<file path="src/hedts_pkg.sv">
package hedts_pkg;

  localparam int MAX_REF_DEF = 12;
  localparam int QDEPTH      = 4;
  localparam logic [15:0] CAP_RESET = 16'd256;
  localparam logic [20:0] CODE_MAX  = 21'h10FFFF;
  localparam int NUM_ENT = 7;

  typedef struct packed {
    logic [7:0] in_byte;
    logic       final_byte;
  } in_t;

  typedef struct packed {
    logic [7:0] out_byte;
    logic       end_of_text;
  } out_t;

  // one emitted item: up to four bytes, byte 0 first
  typedef struct packed {
    logic [3:0][7:0] bytes;
    logic [2:0]      len;
    logic            term;
  } cmd_t;

  function automatic logic [2:0] seq_len(input logic [7:0] lead);
    if (lead < 8'hC0) begin
      seq_len = 3'd1;
    end else if (lead < 8'hE0) begin
      seq_len = 3'd2;
    end else if (lead < 8'hF0) begin
      seq_len = 3'd3;
    end else begin
      seq_len = 3'd4;
    end
  endfunction

  function automatic logic [2:0] ent_len(input logic [2:0] i);
    unique case (i)
      3'd0: ent_len = 3'd4;
      3'd1: ent_len = 3'd3;
      3'd2: ent_len = 3'd3;
      3'd3: ent_len = 3'd5;
      3'd4: ent_len = 3'd5;
      3'd5: ent_len = 3'd7;
      3'd6: ent_len = 3'd5;
      default: ent_len = 3'd0;
    endcase
  endfunction

  function automatic logic [7:0] ent_code(input logic [2:0] i);
    unique case (i)
      3'd0: ent_code = "&";
      3'd1: ent_code = "<";
      3'd2: ent_code = ">";
      3'd3: ent_code = "\"";
      3'd4: ent_code = "'";
      3'd5: ent_code = 8'hB7;
      3'd6: ent_code = " ";
      default: ent_code = 8'h00;
    endcase
  endfunction

  function automatic logic [7:0] ent_char(input logic [2:0] i, input logic [2:0] pos);
    logic [7:0][7:0] s;
    unique case (i)
      3'd0: s = {"    ", "amp;"};
      3'd1: s = {"     ", "lt;"};
      3'd2: s = {"     ", "gt;"};
      3'd3: s = {"   ", "quot;"};
      3'd4: s = {"   ", "apos;"};
      3'd5: s = {" ", "middot;"};
      3'd6: s = {"   ", "nbsp;"};
      default: s = '0;
    endcase
    // string packs leftmost char high; text starts at byte len-1
    ent_char = s[3'(ent_len(i) - 3'd1 - pos)];
  endfunction

  function automatic cmd_t encode(input logic [20:0] cp);
    cmd_t c;
    c = '0;
    if (cp < 21'h80) begin
      c.bytes[0] = cp[7:0];
      c.len = 3'd1;
    end else if (cp < 21'h800) begin
      c.bytes[0] = 8'hC0 | {3'b0, cp[10:6]};
      c.bytes[1] = 8'h80 | {2'b0, cp[5:0]};
      c.len = 3'd2;
    end else if (cp < 21'h10000) begin
      c.bytes[0] = 8'hE0 | {4'b0, cp[15:12]};
      c.bytes[1] = 8'h80 | {2'b0, cp[11:6]};
      c.bytes[2] = 8'h80 | {2'b0, cp[5:0]};
      c.len = 3'd3;
    end else begin
      c.bytes[0] = 8'hF0 | {5'b0, cp[20:18]};
      c.bytes[1] = 8'h80 | {2'b0, cp[17:12]};
      c.bytes[2] = 8'h80 | {2'b0, cp[11:6]};
      c.bytes[3] = 8'h80 | {2'b0, cp[5:0]};
      c.len = 3'd4;
    end
    encode = c;
  endfunction

endpackage

</file>
<file path="src/hedts_front.sv">
module hedts_front import hedts_pkg::*; #(
  parameter int MAX_REF = MAX_REF_DEF
) (
  input  logic        clk,
  input  logic        rst,
  input  logic        push,
  output logic        full,
  input  in_t         in_item,
  input  logic        cfg_valid,
  output logic        cfg_ready,
  input  logic [15:0] cfg_data,
  output logic        q_push,
  output cmd_t        q_data,
  input  logic        q_full
);

  localparam int REF_LIMIT = (MAX_REF < 19) ? MAX_REF : 19;
  localparam int CW = $clog2(REF_LIMIT);

  typedef enum logic [2:0] {S_IDLE, S_AMP, S_RPL, S_REDO, S_END, S_TERM} st_t;
  typedef enum logic [2:0] {M_TEXT, M_TAG, M_REF, M_UTF, M_STOP} mode_t;

  st_t   st, st_next;
  mode_t mode, mode_next;
  logic [15:0] capacity;
  logic [7:0]  la [REF_LIMIT];
  logic [CW-1:0] cnt, cnt_next, ridx, ridx_next;
  logic [7:0]  u0, u0_next, u1, u1_next, u2, u2_next;
  logic [1:0]  urem, urem_next;
  logic [15:0] used, used_next;
  logic [20:0] val, val_next;
  logic        hex, hex_next, num, num_next;
  logic [NUM_ENT-1:0] mask, mask_next;
  logic [7:0]  cur_c, cur_c_next;
  logic        cur_last, cur_last_next, lastfail, lastfail_next;

  logic        accept, adv, la_we;
  logic        tb_act, em_req, term_req;
  logic [7:0]  tb_b, c;
  cmd_t        em;
  logic [15:0] capv;
  logic [16:0] need;
  logic        fits;

  // judge
  logic [CW:0] n2;
  logic [NUM_ENT-1:0] hit;
  logic        j_live, j_done, dig_ok;
  logic [3:0]  dig;
  logic [24:0] vx;
  logic [20:0] j_cp;
  logic [2:0]  uidx;
  logic [2:0]  ulen;
  logic [3:0][7:0] ub;

  assign cfg_ready = 1'b1;
  assign full   = (st != S_IDLE) || q_full;
  assign accept = push && !full;
  assign adv    = (st == S_IDLE) ? accept : !q_full;
  assign c      = in_item.in_byte;

  always_comb begin
    n2 = {1'b0, cnt} + (CW+1)'(2);
    j_live = 1'b0;
    j_done = 1'b0;
    j_cp   = '0;
    hit    = '0;
    dig    = '0;
    dig_ok = 1'b0;
    vx     = '0;
    if (c >= "0" && c <= "9") begin
      dig = 4'(c - "0");
      dig_ok = 1'b1;
    end else if (hex && c >= "a" && c <= "f") begin
      dig = 4'(c - "a" + 8'd10);
      dig_ok = 1'b1;
    end else if (hex && c >= "A" && c <= "F") begin
      dig = 4'(c - "A" + 8'd10);
      dig_ok = 1'b1;
    end
    vx = (hex ? {val, 4'b0} : ({1'b0, val, 3'b0} + {3'b0, val, 1'b0})) + 25'(dig);
    if (n2 > (CW+1)'(REF_LIMIT)) begin
      j_live = 1'b0;
    end else if (cnt == '0 && c == "#") begin
      j_live = 1'b1;
    end else if (num) begin
      if (c == ";") begin
        j_done = (cnt - CW'(1)) > CW'(hex);
        j_cp   = val;
      end else if (cnt == CW'(1) && (c == "x" || c == "X")) begin
        j_live = 1'b1;
      end else if (dig_ok && vx <= 25'(CODE_MAX)) begin
        j_live = 1'b1;
      end
    end else begin
      for (int i = 0; i < NUM_ENT; i++) begin
        hit[i] = mask[i] && ({{(8-CW){1'b0}}, cnt} < {5'b0, ent_len(3'(i))})
                 && ent_char(3'(i), 3'(cnt)) == c;
        if (hit[i] && {{(8-CW){1'b0}}, cnt} + 8'd1 == {5'b0, ent_len(3'(i))} && !j_done) begin
          j_done = 1'b1;
          j_cp   = {13'b0, ent_code(3'(i))};
        end
      end
      j_live = !j_done && (|hit);
    end
  end

  always_comb begin
    ulen = seq_len(u0);
    uidx = ulen - {1'b0, urem};
    ub   = {u2, u1, u0, u0};
    ub[0] = u0;
    ub[1] = u1;
    ub[2] = u2;
    ub[3] = 8'h00;
    ub[2'(ulen - 3'd1)] = c;
  end

  always_comb begin
    st_next = st;  mode_next = mode;  cnt_next = cnt;  ridx_next = ridx;
    u0_next = u0;  u1_next = u1;  u2_next = u2;  urem_next = urem;
    used_next = used;  val_next = val;  hex_next = hex;  num_next = num;
    mask_next = mask;  cur_c_next = cur_c;  cur_last_next = cur_last;
    lastfail_next = lastfail;
    la_we = 1'b0;  tb_act = 1'b0;  tb_b = '0;
    em_req = 1'b0;  em = '0;  term_req = 1'b0;
    q_push = 1'b0;  q_data = '0;

    unique case (st)
      S_IDLE: begin
        if (accept) begin
          cur_c_next    = c;
          cur_last_next = in_item.final_byte;
          lastfail_next = 1'b0;
          if (in_item.final_byte) begin
            st_next = S_END;
          end
          unique case (mode)
            M_TAG: begin
              if (c == ">") mode_next = M_TEXT;
            end
            M_UTF: begin
              if (urem > 2'd1) begin
                if (uidx == 3'd1) u1_next = c;
                else u2_next = c;
                urem_next = urem - 2'd1;
              end else begin
                urem_next = '0;
                mode_next = M_TEXT;
                em_req = 1'b1;
                em.bytes = ub;
                em.len = ulen;
              end
            end
            M_REF: begin
              if (j_live) begin
                la_we = 1'b1;
                cnt_next = cnt + CW'(1);
                mask_next = hit;
                if (cnt == '0 && c == "#") num_next = 1'b1;
                else if (num && cnt == CW'(1) && (c == "x" || c == "X")) hex_next = 1'b1;
                else if (num) val_next = vx[20:0];
              end else if (j_done) begin
                mode_next = M_TEXT;
                cnt_next = '0;
                em_req = 1'b1;
                em = encode(j_cp);
              end else begin
                st_next = S_AMP;
              end
            end
            M_TEXT: begin
              tb_act = 1'b1;
              tb_b = c;
            end
            default: ;
          endcase
        end
      end
      S_AMP: begin
        mode_next = M_TEXT;
        em_req = 1'b1;
        em.bytes[0] = "&";
        em.len = 3'd1;
        ridx_next = '0;
        if (cnt == '0) st_next = lastfail ? S_TERM : S_REDO;
        else st_next = S_RPL;
      end
      S_RPL: begin
        if (mode != M_STOP) begin
          em_req = 1'b1;
          em.bytes[0] = la[ridx];
          em.len = 3'd1;
        end
        ridx_next = ridx + CW'(1);
        if (ridx == cnt - CW'(1)) begin
          cnt_next = '0;
          st_next = lastfail ? S_TERM : S_REDO;
        end
      end
      S_REDO: begin
        tb_act = 1'b1;
        tb_b = cur_c;
        st_next = cur_last ? S_END : S_IDLE;
      end
      S_END: begin
        if (mode == M_REF) begin
          lastfail_next = 1'b1;
          st_next = S_AMP;
        end else begin
          st_next = S_TERM;
        end
      end
      S_TERM: begin
        term_req = 1'b1;
        mode_next = M_TEXT;
        cnt_next = '0;  urem_next = '0;  used_next = '0;
        val_next = '0;  hex_next = 1'b0;  num_next = 1'b0;
        st_next = S_IDLE;
      end
      default: st_next = S_IDLE;
    endcase

    if (tb_act && mode != M_STOP) begin
      if (tb_b == "<") begin
        mode_next = M_TAG;
      end else if (tb_b == "&") begin
        mode_next = M_REF;
        cnt_next = '0;  val_next = '0;  hex_next = 1'b0;  num_next = 1'b0;
        mask_next = '1;
      end else if (tb_b >= 8'hC0) begin
        mode_next = M_UTF;
        u0_next = tb_b;
        urem_next = 2'(seq_len(tb_b) - 3'd1);
      end else begin
        em_req = 1'b1;
        em.bytes[0] = tb_b;
        em.len = 3'd1;
      end
    end

    capv = (capacity == '0) ? 16'd1 : capacity;
    need = {1'b0, used} + 17'(em.len) + 17'd1;
    fits = need <= {1'b0, capv};
    if (em_req) begin
      if (fits) begin
        q_push = adv;
        q_data = em;
        used_next = need[15:0] - 16'd1;
      end else begin
        mode_next = M_STOP;
      end
    end
    if (term_req) begin
      q_push = adv;
      q_data = '0;
      q_data.len = 3'd1;
      q_data.term = 1'b1;
    end
  end

  always_ff @(posedge clk) begin
    if (rst) begin
      st <= S_IDLE;
      mode <= M_TEXT;
      capacity <= CAP_RESET;
      cnt <= '0;  ridx <= '0;  urem <= '0;  used <= '0;
      val <= '0;  hex <= 1'b0;  num <= 1'b0;  mask <= '1;
      lastfail <= 1'b0;  cur_last <= 1'b0;
    end else begin
      if (cfg_valid) capacity <= cfg_data;
      if (adv) begin
        st <= st_next;  mode <= mode_next;  cnt <= cnt_next;  ridx <= ridx_next;
        urem <= urem_next;  used <= used_next;  val <= val_next;
        hex <= hex_next;  num <= num_next;  mask <= mask_next;
        lastfail <= lastfail_next;  cur_last <= cur_last_next;
      end
    end
  end

  always_ff @(posedge clk) begin
    if (adv) begin
      u0 <= u0_next;  u1 <= u1_next;  u2 <= u2_next;  cur_c <= cur_c_next;
      if (la_we) la[cnt] <= c;
    end
  end

  a_push_room: assert property (@(posedge clk) disable iff (rst) q_push |-> !q_full)
    else $error("push into full queue");
  a_cnt_bound: assert property (@(posedge clk) disable iff (rst)
    {1'b0, cnt} < (CW+1)'(REF_LIMIT)) else $error("lookahead count overflow");
  a_term_clear: assert property (@(posedge clk) disable iff (rst)
    (q_push && q_data.term) |=> (used == '0 && mode == M_TEXT && st == S_IDLE))
    else $error("text state not cleared after terminator");

endmodule

</file>
<file path="src/hedts_fifo.sv">
module hedts_fifo import hedts_pkg::*; #(
  parameter int DEPTH = QDEPTH
) (
  input  logic clk,
  input  logic rst,
  input  logic wr,
  input  cmd_t wdata,
  output logic full_q,
  input  logic rd,
  output logic avail,
  output cmd_t rdata
);

  localparam int AW = $clog2(DEPTH);

  cmd_t mem [DEPTH];
  logic [AW-1:0] wp, rp;
  logic [AW:0]   count;
  logic do_wr, do_rd;

  assign full_q = count == (AW+1)'(DEPTH);
  assign avail  = count != '0;
  assign rdata  = mem[rp];
  assign do_wr  = wr && !full_q;
  assign do_rd  = rd && avail;

  always_ff @(posedge clk) begin
    if (rst) begin
      wp <= '0;
      rp <= '0;
      count <= '0;
    end else begin
      if (do_wr) wp <= (wp == AW'(DEPTH - 1)) ? '0 : wp + AW'(1);
      if (do_rd) rp <= (rp == AW'(DEPTH - 1)) ? '0 : rp + AW'(1);
      count <= count + (AW+1)'(do_wr) - (AW+1)'(do_rd);
    end
  end

  always_ff @(posedge clk) begin
    if (do_wr) mem[wp] <= wdata;
  end

endmodule

</file>
<file path="src/hedts_back.sv">
module hedts_back import hedts_pkg::*; (
  input  logic clk,
  input  logic rst,
  input  logic q_avail,
  input  cmd_t q_data,
  output logic q_pop,
  output logic empty,
  input  logic pop,
  output out_t out_item
);

  cmd_t cur;
  logic cv, ov, slot, last_b;
  logic [1:0] idx;

  assign slot   = !ov || pop;
  assign last_b = {1'b0, idx} == cur.len - 3'd1;
  assign q_pop  = q_avail && (!cv || (slot && last_b));
  assign empty  = !ov;

  always_ff @(posedge clk) begin
    if (rst) begin
      cv <= 1'b0;
      ov <= 1'b0;
      idx <= '0;
    end else begin
      if (slot) begin
        ov <= cv;
        if (cv) begin
          if (last_b) cv <= 1'b0;
          else idx <= idx + 2'd1;
        end
      end
      if (q_pop) begin
        cv <= 1'b1;
        idx <= '0;
      end
    end
  end

  always_ff @(posedge clk) begin
    if (slot && cv) begin
      out_item.out_byte    <= cur.bytes[idx];
      out_item.end_of_text <= cur.term;
    end
    if (q_pop) cur <= q_data;
  end

endmodule

</file>
<file path="src/html_entity_decoder_tag_stripper.sv">
// Input: one beat per cycle for text, tags and references while the queue has room;
// a failed reference holds full while '&' and its buffered bytes are replayed, and the
// last byte holds it while the terminator is queued. Output: one byte per cycle while
// pop is given; a multi-byte item is sent byte by byte before the next item is taken.
// Reset (rst, synchronous): text state cleared, queue emptied, capacity back to 256.
module html_entity_decoder_tag_stripper import hedts_pkg::*; #(
  parameter int MAX_REF = MAX_REF_DEF
) (
  input  logic        clk,
  input  logic        rst,
  input  logic        push,
  output logic        full,
  input  in_t         in_item,
  input  logic        cfg_valid,
  output logic        cfg_ready,
  input  logic [15:0] cfg_data,
  output logic        empty,
  input  logic        pop,
  output out_t        out_item
);

  // front: parser FSM, reference judge, capacity accounting
  // queue: QDEPTH (4) whole items (1..4 bytes or terminator)
  // back: serializes items into output beats through an output register
  logic q_push, q_full, q_avail, q_pop;
  cmd_t q_wdata, q_rdata;

  hedts_front #(.MAX_REF(MAX_REF)) u_front (
    .clk, .rst, .push, .full, .in_item,
    .cfg_valid, .cfg_ready, .cfg_data,
    .q_push, .q_data(q_wdata), .q_full
  );

  hedts_fifo #(.DEPTH(QDEPTH)) u_fifo (
    .clk, .rst,
    .wr(q_push), .wdata(q_wdata), .full_q(q_full),
    .rd(q_pop), .avail(q_avail), .rdata(q_rdata)
  );

  hedts_back u_back (
    .clk, .rst,
    .q_avail, .q_data(q_rdata), .q_pop,
    .empty, .pop, .out_item
  );

endmodule
</file>
<file path="config.mk">
export PLATFORM = sky130hd
export DESIGN_NAME = html_entity_decoder_tag_stripper
export DESIGN_NICKNAME = d
export VERILOG_FILES = /design/src/hedts_pkg.sv /design/src/hedts_front.sv /design/src/hedts_fifo.sv /design/src/hedts_back.sv /design/src/html_entity_decoder_tag_stripper.sv
export SDC_FILE = /design/constraint.sdc
export NUM_CORES = 1
export LEC_CHECK = 0
export BUFFER_PORTS_ARGS = -buffer_cell sky130_fd_sc_hd__buf_2
export CELL_PAD_IN_SITES_DETAIL_PLACEMENT = 0
export CELL_PAD_IN_SITES_GLOBAL_PLACEMENT = 1
export CORE_ASPECT_RATIO = 1.25
export CORE_MARGIN = 2
export CORE_UTILIZATION = 40
export CTS_CLUSTER_DIAMETER = 30
export DETAILED_ROUTE_END_ITERATION = 10
export GPL_TIMING_DRIVEN = 1
export HOLD_SLACK_MARGIN = 0.03
export PLACE_DENSITY_LB_ADDON = 0.1
export SYNTH_ARGS = -nofsm -noshare
export SYNTH_HDL_FRONTEND = slang
export SYNTH_SLANG_ARGS = --single-unit
</file>
<file path="constraint.sdc">
create_clock -name clk -period 8.62 [get_ports clk]
set_input_delay 0.862 -clock clk [delete_from_list [all_inputs] [get_ports clk]]
set_output_delay 0.862 -clock clk [all_outputs]
set_load 0.01 [all_outputs]
</file>
# Word-level counts from Yosys, hierarchy flattened
# Memories as Yosys holds them, arrays and structs flattened. A register that Yosys moved wholly into a read port is not among the register bits.
# Index checks and enable logic that the tools add are counted.
# op_classes
add_sub_neg,33
muxes,279
n_lt_le_gt_ge,32
eq_ne,37
n_bitwise,4
reduce_logical,81
# ops
cell,n
$mux 64,21
$mux 21,13
$mux 36,6
$mux 27,7
$bmux 8 s3,7
$mux 19,7
$mux 8,14
$mux 3,36
$mux 1,89
$mux 16,5
$mux 7,10
$pmux 35 s2,1
$mux 11,6
$eq 8x8->1,7
$mux 4,13
$mux 25,2
$lt 8x8->1 const B,6
$mux 24,2
$logic_and 1x1->1,46
$pmux 21 s2,1
$eq 8x6->1 const B,5
$mux 35,1
$pmux 11 s3,1
$bwmux 32,1
other kinds (73),159
# word_totals
in_bits,30
n_memories,2
reg_bits,132
output_inout_bits,12
word_cells,493
ramBits,240
# memory_table
name,depth,width,rd,rd_clocked_by_memory_dff,wr,line_no,text
u_fifo.mem,4,36,1,1,1,hedts_fifo.sv:16,cmd_t mem [DEPTH];
u_front.la,12,8,1,1,1,hedts_front.sv:26,logic [7:0] la [REF_LIMIT];

# Longest topological paths before layout
# depth
word_depth,86
depth_mapped,42
ltp_nobuf,36

# Hierarchy
# A second synthesis with hierarchy kept.
# unflattened
hier_cells,2010
area_unflattened_um2,22467.8
# modules_own_cells
module,cells_per_inst,n_inst,area_per_inst_um2
hedts_front,1688,1,14938.1
hedts_fifo,239,1,5683.0
hedts_back,83,1,1846.8

# Worst setup path before layout
# Ideal clock, no wire load.
# synth_path
path_type,reg2reg
startpoint,register u_front.cnt[0]
endpoint,memory u_fifo.mem[3][0] in the netlist's numbering (enable)
path_stages_with_launch,39
arrival_ps,9036
setup_ps,397
setup_slack_ps,-812
required_time_ps,8223
path_cell_list,dfxtp_1 > clkbuf_1 > clkbuf_1 > inv_1 > ha_1 > clkbuf_1 > inv_1 > ha_1 > clkbuf_1 > o21bai_1 > xnor2_1 > or4_1 > nor3_1 > a311oi_1 > nand3_1 > a21oi_1 > nor2_1 > nor2_1 > [3 not listed] > inv_1 > fa_1 > a21oi_1 > nand4b_1 > nor3_1 > nand3_1 > xor2_1 > inv_1 > ha_1 > nand3_1 > or4_1 > nor3_1 > nor2_1 > a311oi_1 > nand3_2 > a21oi_2 > buf_4 > and2_1
# synth_between
elab_chain_cells,81
# synth_lines
item,line_no,text
start: declaration,hedts_front.sv:27,"logic [CW-1:0] cnt, cnt_next, ridx, ridx_next;"
start signal: assignment,hedts_front.sv:273,st <= st_next; mode <= mode_next; cnt <= cnt_next; ridx <= ridx_next;
$sub 3x3->3,hedts_pkg.sv:77,ent_char = s[3'(ent_len(i) - 3'd1 - pos)];
$bmux 8 s3,hedts_pkg.sv:77,
$mux 8 (implied by the code),hedts_pkg.sv:77,
$eq 8x8->1,hedts_front.sv:98,"&& ent_char(3'(i), 3'(cnt)) == c;"
$logic_and 1x1->1,hedts_front.sv:98,
$logic_and 1x1->1,hedts_front.sv:99,"if (hit[i] && {{(8-CW){1'b0}}, cnt} + 8'd1 == {5'b0, ent_len(3'(i))} && !j_done) begin"
$mux 1,hedts_front.sv:99,
$mux 1,hedts_front.sv:86,end else if (num) begin
[66 not listed],--,
$le 17x16->1,hedts_front.sv:244,"fits = need <= {1'b0, capv};"
$mux 1,hedts_front.sv:246,if (fits) begin
$mux 1 *,hedts_front.sv:245,if (em_req) begin
$mux 1 *,hedts_front.sv:254,if (term_req) begin
$logic_and 1x1->1 *,hedts_fifo.sv:24,assign do_wr = wr && !full_q;
named net u_fifo.do_wr,hedts_fifo.sv:19,"logic do_wr, do_rd;"
$mux 1 *,hedts_fifo.sv:40,if (do_wr) mem[wp] <= wdata;
$mux 1 (implied by the code) *,hedts_fifo.sv:40,
end: declaration,hedts_fifo.sv:16,
# The timed path passes the listed nets; every way through them passes the cells marked *. The select of a mux whose other input is x is not followed.

==> impl_metrics.ini <==
[clock_network]
clockBufferDepth = 3
clkSinkCount = 412
ctsRootBufferMaster = clkbuf_16
cts.htree.levels = 3
clkLatencyLatePin_ns = 0.64
numCtsBuffers = 87
clk_pin_slew_ns = 0.05
cts_hold_buf = 0
cts_tree = yes

[finish]
drive_gt1_share_pct = 19.2
finalCoreUtilization_pct = 48.5
n_antenna_cell = 0
final_common_cell = edfxtp_1
fin_area_sq_mm = 0.0265
final_nets = 2156
final_cell_mix = edfxtp_1, nand2_1, nor2_1, a21oi_1, dfxtp_1
area_growth_syn_to_layout_pct = 20.2

[setup_path]
reg2reg_depth = 33
slowest_delay_ns = 0.54
slowest_stage = or4_1
start_kind = flop
criticalPathCategory = reg2reg
worstPathArrival_ns = 8.46
cp_data_required_time_ns = 9.00
crit_fanout = 10
crit_path_end_kind = flop
r2r-end = u_fifo.mem[0][26]
rrSetupSlack_ns = 0.54
cp-startpoint = u_front.cnt[1]
r2r-start = u_front.cnt[1]

[worst_hold_path]
hold_path_depth = 0
hold_path_class = reg2reg
hp-start = u_back.cur[0]
min_to = u_back.out_item[0]

[place]
port-buffer-count = 40
placed_area_sq_mm = 0.0234
routabilityCongestion = 0.895
dp_hpwl_um = 45500

[global_routing]
grtUsageTotal_pct = 22.3
grt_overflow = 0
grt_start_max_net_pins = 59
grt_pass1_vias = 16400
antenna_found_initial = 0
grt_pass1_wl_um = 97900

[yosys]
async_flop_share_pct = 0
synthCells = 1944
ys_warn_count = 0
yosysUniqueCellTypes = 96
netlist_area_sq_mm = 0.0220
syn_nets = 2048
ys.flop_type = edfxtp_1
avgSynthCellArea_sq_um = 11.3
ys_ff_latch = 412
synth-edff-count = 317
synth.yosys.seq_area_share_pct = 51.8

[power_and_ir_drop]
ir_worst_vdd_v = 0.000211
p_per_area_mw_per_mm2 = 311
leakage_nw = 9.32

[run]
cap_violations = 0

[die]
core-area_sq_mm = 0.0547
rows = 96
pin_count = 42
die_h_um = 267
initial_utilization_pct = 40.3
dieArea_sq_mm = 0.0570
die_x_um = 214

[timing]
setup_viol_count_final = 0
hold_viol = 0
tns_ns = 0
skew_ns = 0.0497
rsz0062_at_grt = no
max_freq_mhz = 124
slew_violations = 0
max_slew_margin_pct = 15.3
tightest_slew_ns = 1.25
period_share_pct = 93.7
period_minus_slack_ns = 8.08

[route]
viasPerCell = 5.65
vias = 16200
first_pass_iters = 5
totalWireLength_um = 63900
ant_nets = 0
wire_per_inst_um = 22.4
drc = 0
drt-initial-drc-count = 1000

[status]
status = completed
## metal layers
| metal | wire, um | global-route usage (%) |
|---|---|---|
| met1 | 27000 | 27.7 |
| met2 | 32100 | 38.9 |
| met3 | 2560 | 3.19 |
| met4 | 2240 | 9.56 |
| met5 | 0 | 0 |
## per-stage QoR
step	total power, mW	setup slack [ns]	cells	hold WS [ns]
5_1_grt	8.66	0.00803	2858	0.457
2_1_floorplan	4.25	0.0981	1944	0.400
3_5_place_dp	4.89	-0.0132	2692	0.412
6_report	8.23	0.541	2858	0.436
3_3_place_gp	4.87	0.139	2692	0.416
4_1_cts	8.29	0.113	2852	0.432
## logic make-up (layout without fill, tap and decap cells)
family | after synthesis | in the layout | synth area share [%]
AO/OA/AOI/OAI | 423 | 423 | 12.9
XOR/XNOR | 91 | 91 | 3.61
adder cells (fa/ha/maj) | 74 | 74 | 4.37
buffers and inverters | 183 | 359 | 3.33
flip-flops | 412 | 412 | 51.8
multiplexers | 120 | 120 | 9.34
other | 1 | 1 | 0.0170
AND/OR/NAND/NOR | 640 | 643 | 14.7
## flip-flops by register name, indices dropped and copies added, names as in the netlist, 4 cells and up, named ones only
name	count
u_front.cnt	4
u_front.u1	8
u_front.capacity	16
u_front.used	16
u_front.ridx	4
u_front.val	21
u_back.out_item	9
u_fifo.mem	144
u_front.u0	8
u_back.cur	36
u_front.u2	8
u_front.cur_c	8
u_front.mask	7
u_front.la	96
## worst max path at each step
stage and to:
2_1_floorplan u_fifo.count[1], 3_3_place_gp u_fifo.mem[1][10], 3_5_place_dp u_fifo.mem[1][10], 4_1_cts u_fifo.mem[1][34]
5_1_grt u_fifo.mem[2][26], 6_report u_fifo.mem[0][26]
## what timing repair did
item / in CTS / in global routing
resized for setup: 0 / 8
setup buffers: 0 / 3
endpoints found under the setup margin: 0 / 186
## worst max-delay path: cells and delay by family, from the launching register on
kind | cells | cell delay, ns
AND/OR/NAND/NOR | 16 | 3.21
AO/OA/AOI/OAI | 7 | 2.06
adder cells (fa/ha/maj) | 5 | 1.53
flip-flops | 1 | 0.43
buffers and inverters | 4 | 0.38
XOR/XNOR | 1 | 0.19
## power breakdown
group | total, mW | leakage (nW) | switching (mW) | internal [mW]
clock | 3.37 | 1.47 | 1.16 | 2.22
combinational | 2.07 | 4.28 | 1.18 | 0.888
sequential | 2.79 | 3.56 | 0.189 | 2.61
## final cells by class
| cell class | instances | area, sq um |
|---|---|---|
| Clock inverter | 61 | 769 |
| Sequential cell | 412 | 11400 |
| Clock buffer | 99 | 2260 |
| Tap cell | 735 | 920 |
| Multi-Input combinational cell | 1352 | 10000 |
| Fill cell | 4939 | 28100 |
| Timing Repair Buffer | 126 | 858 |
| Inverter | 73 | 274 |
## synthesized netlist by cell type (22+ instances only)
cell type  instances  area (sq um)
edfxtp_1         317          9520
a21o_1            22           165
mux4_2            68          1530
xor2_1            36           315
clkbuf_1          78           293
dfxtp_1           95          1900
nand2_1          159           597
nor2_1           148           556
nor4_1            24           150
o21ai_0           77           385
a21oi_1          118           591
nand4_1           27           169
nand3_1           75           375
mux2i_1           46           460
xnor2_1           55           482
inv_1             71           267
ha_1              69           863
nor3_1            42           210
nand2b_1          26           163
nor2b_1           30           188
(Power assumes the default switching activity.)
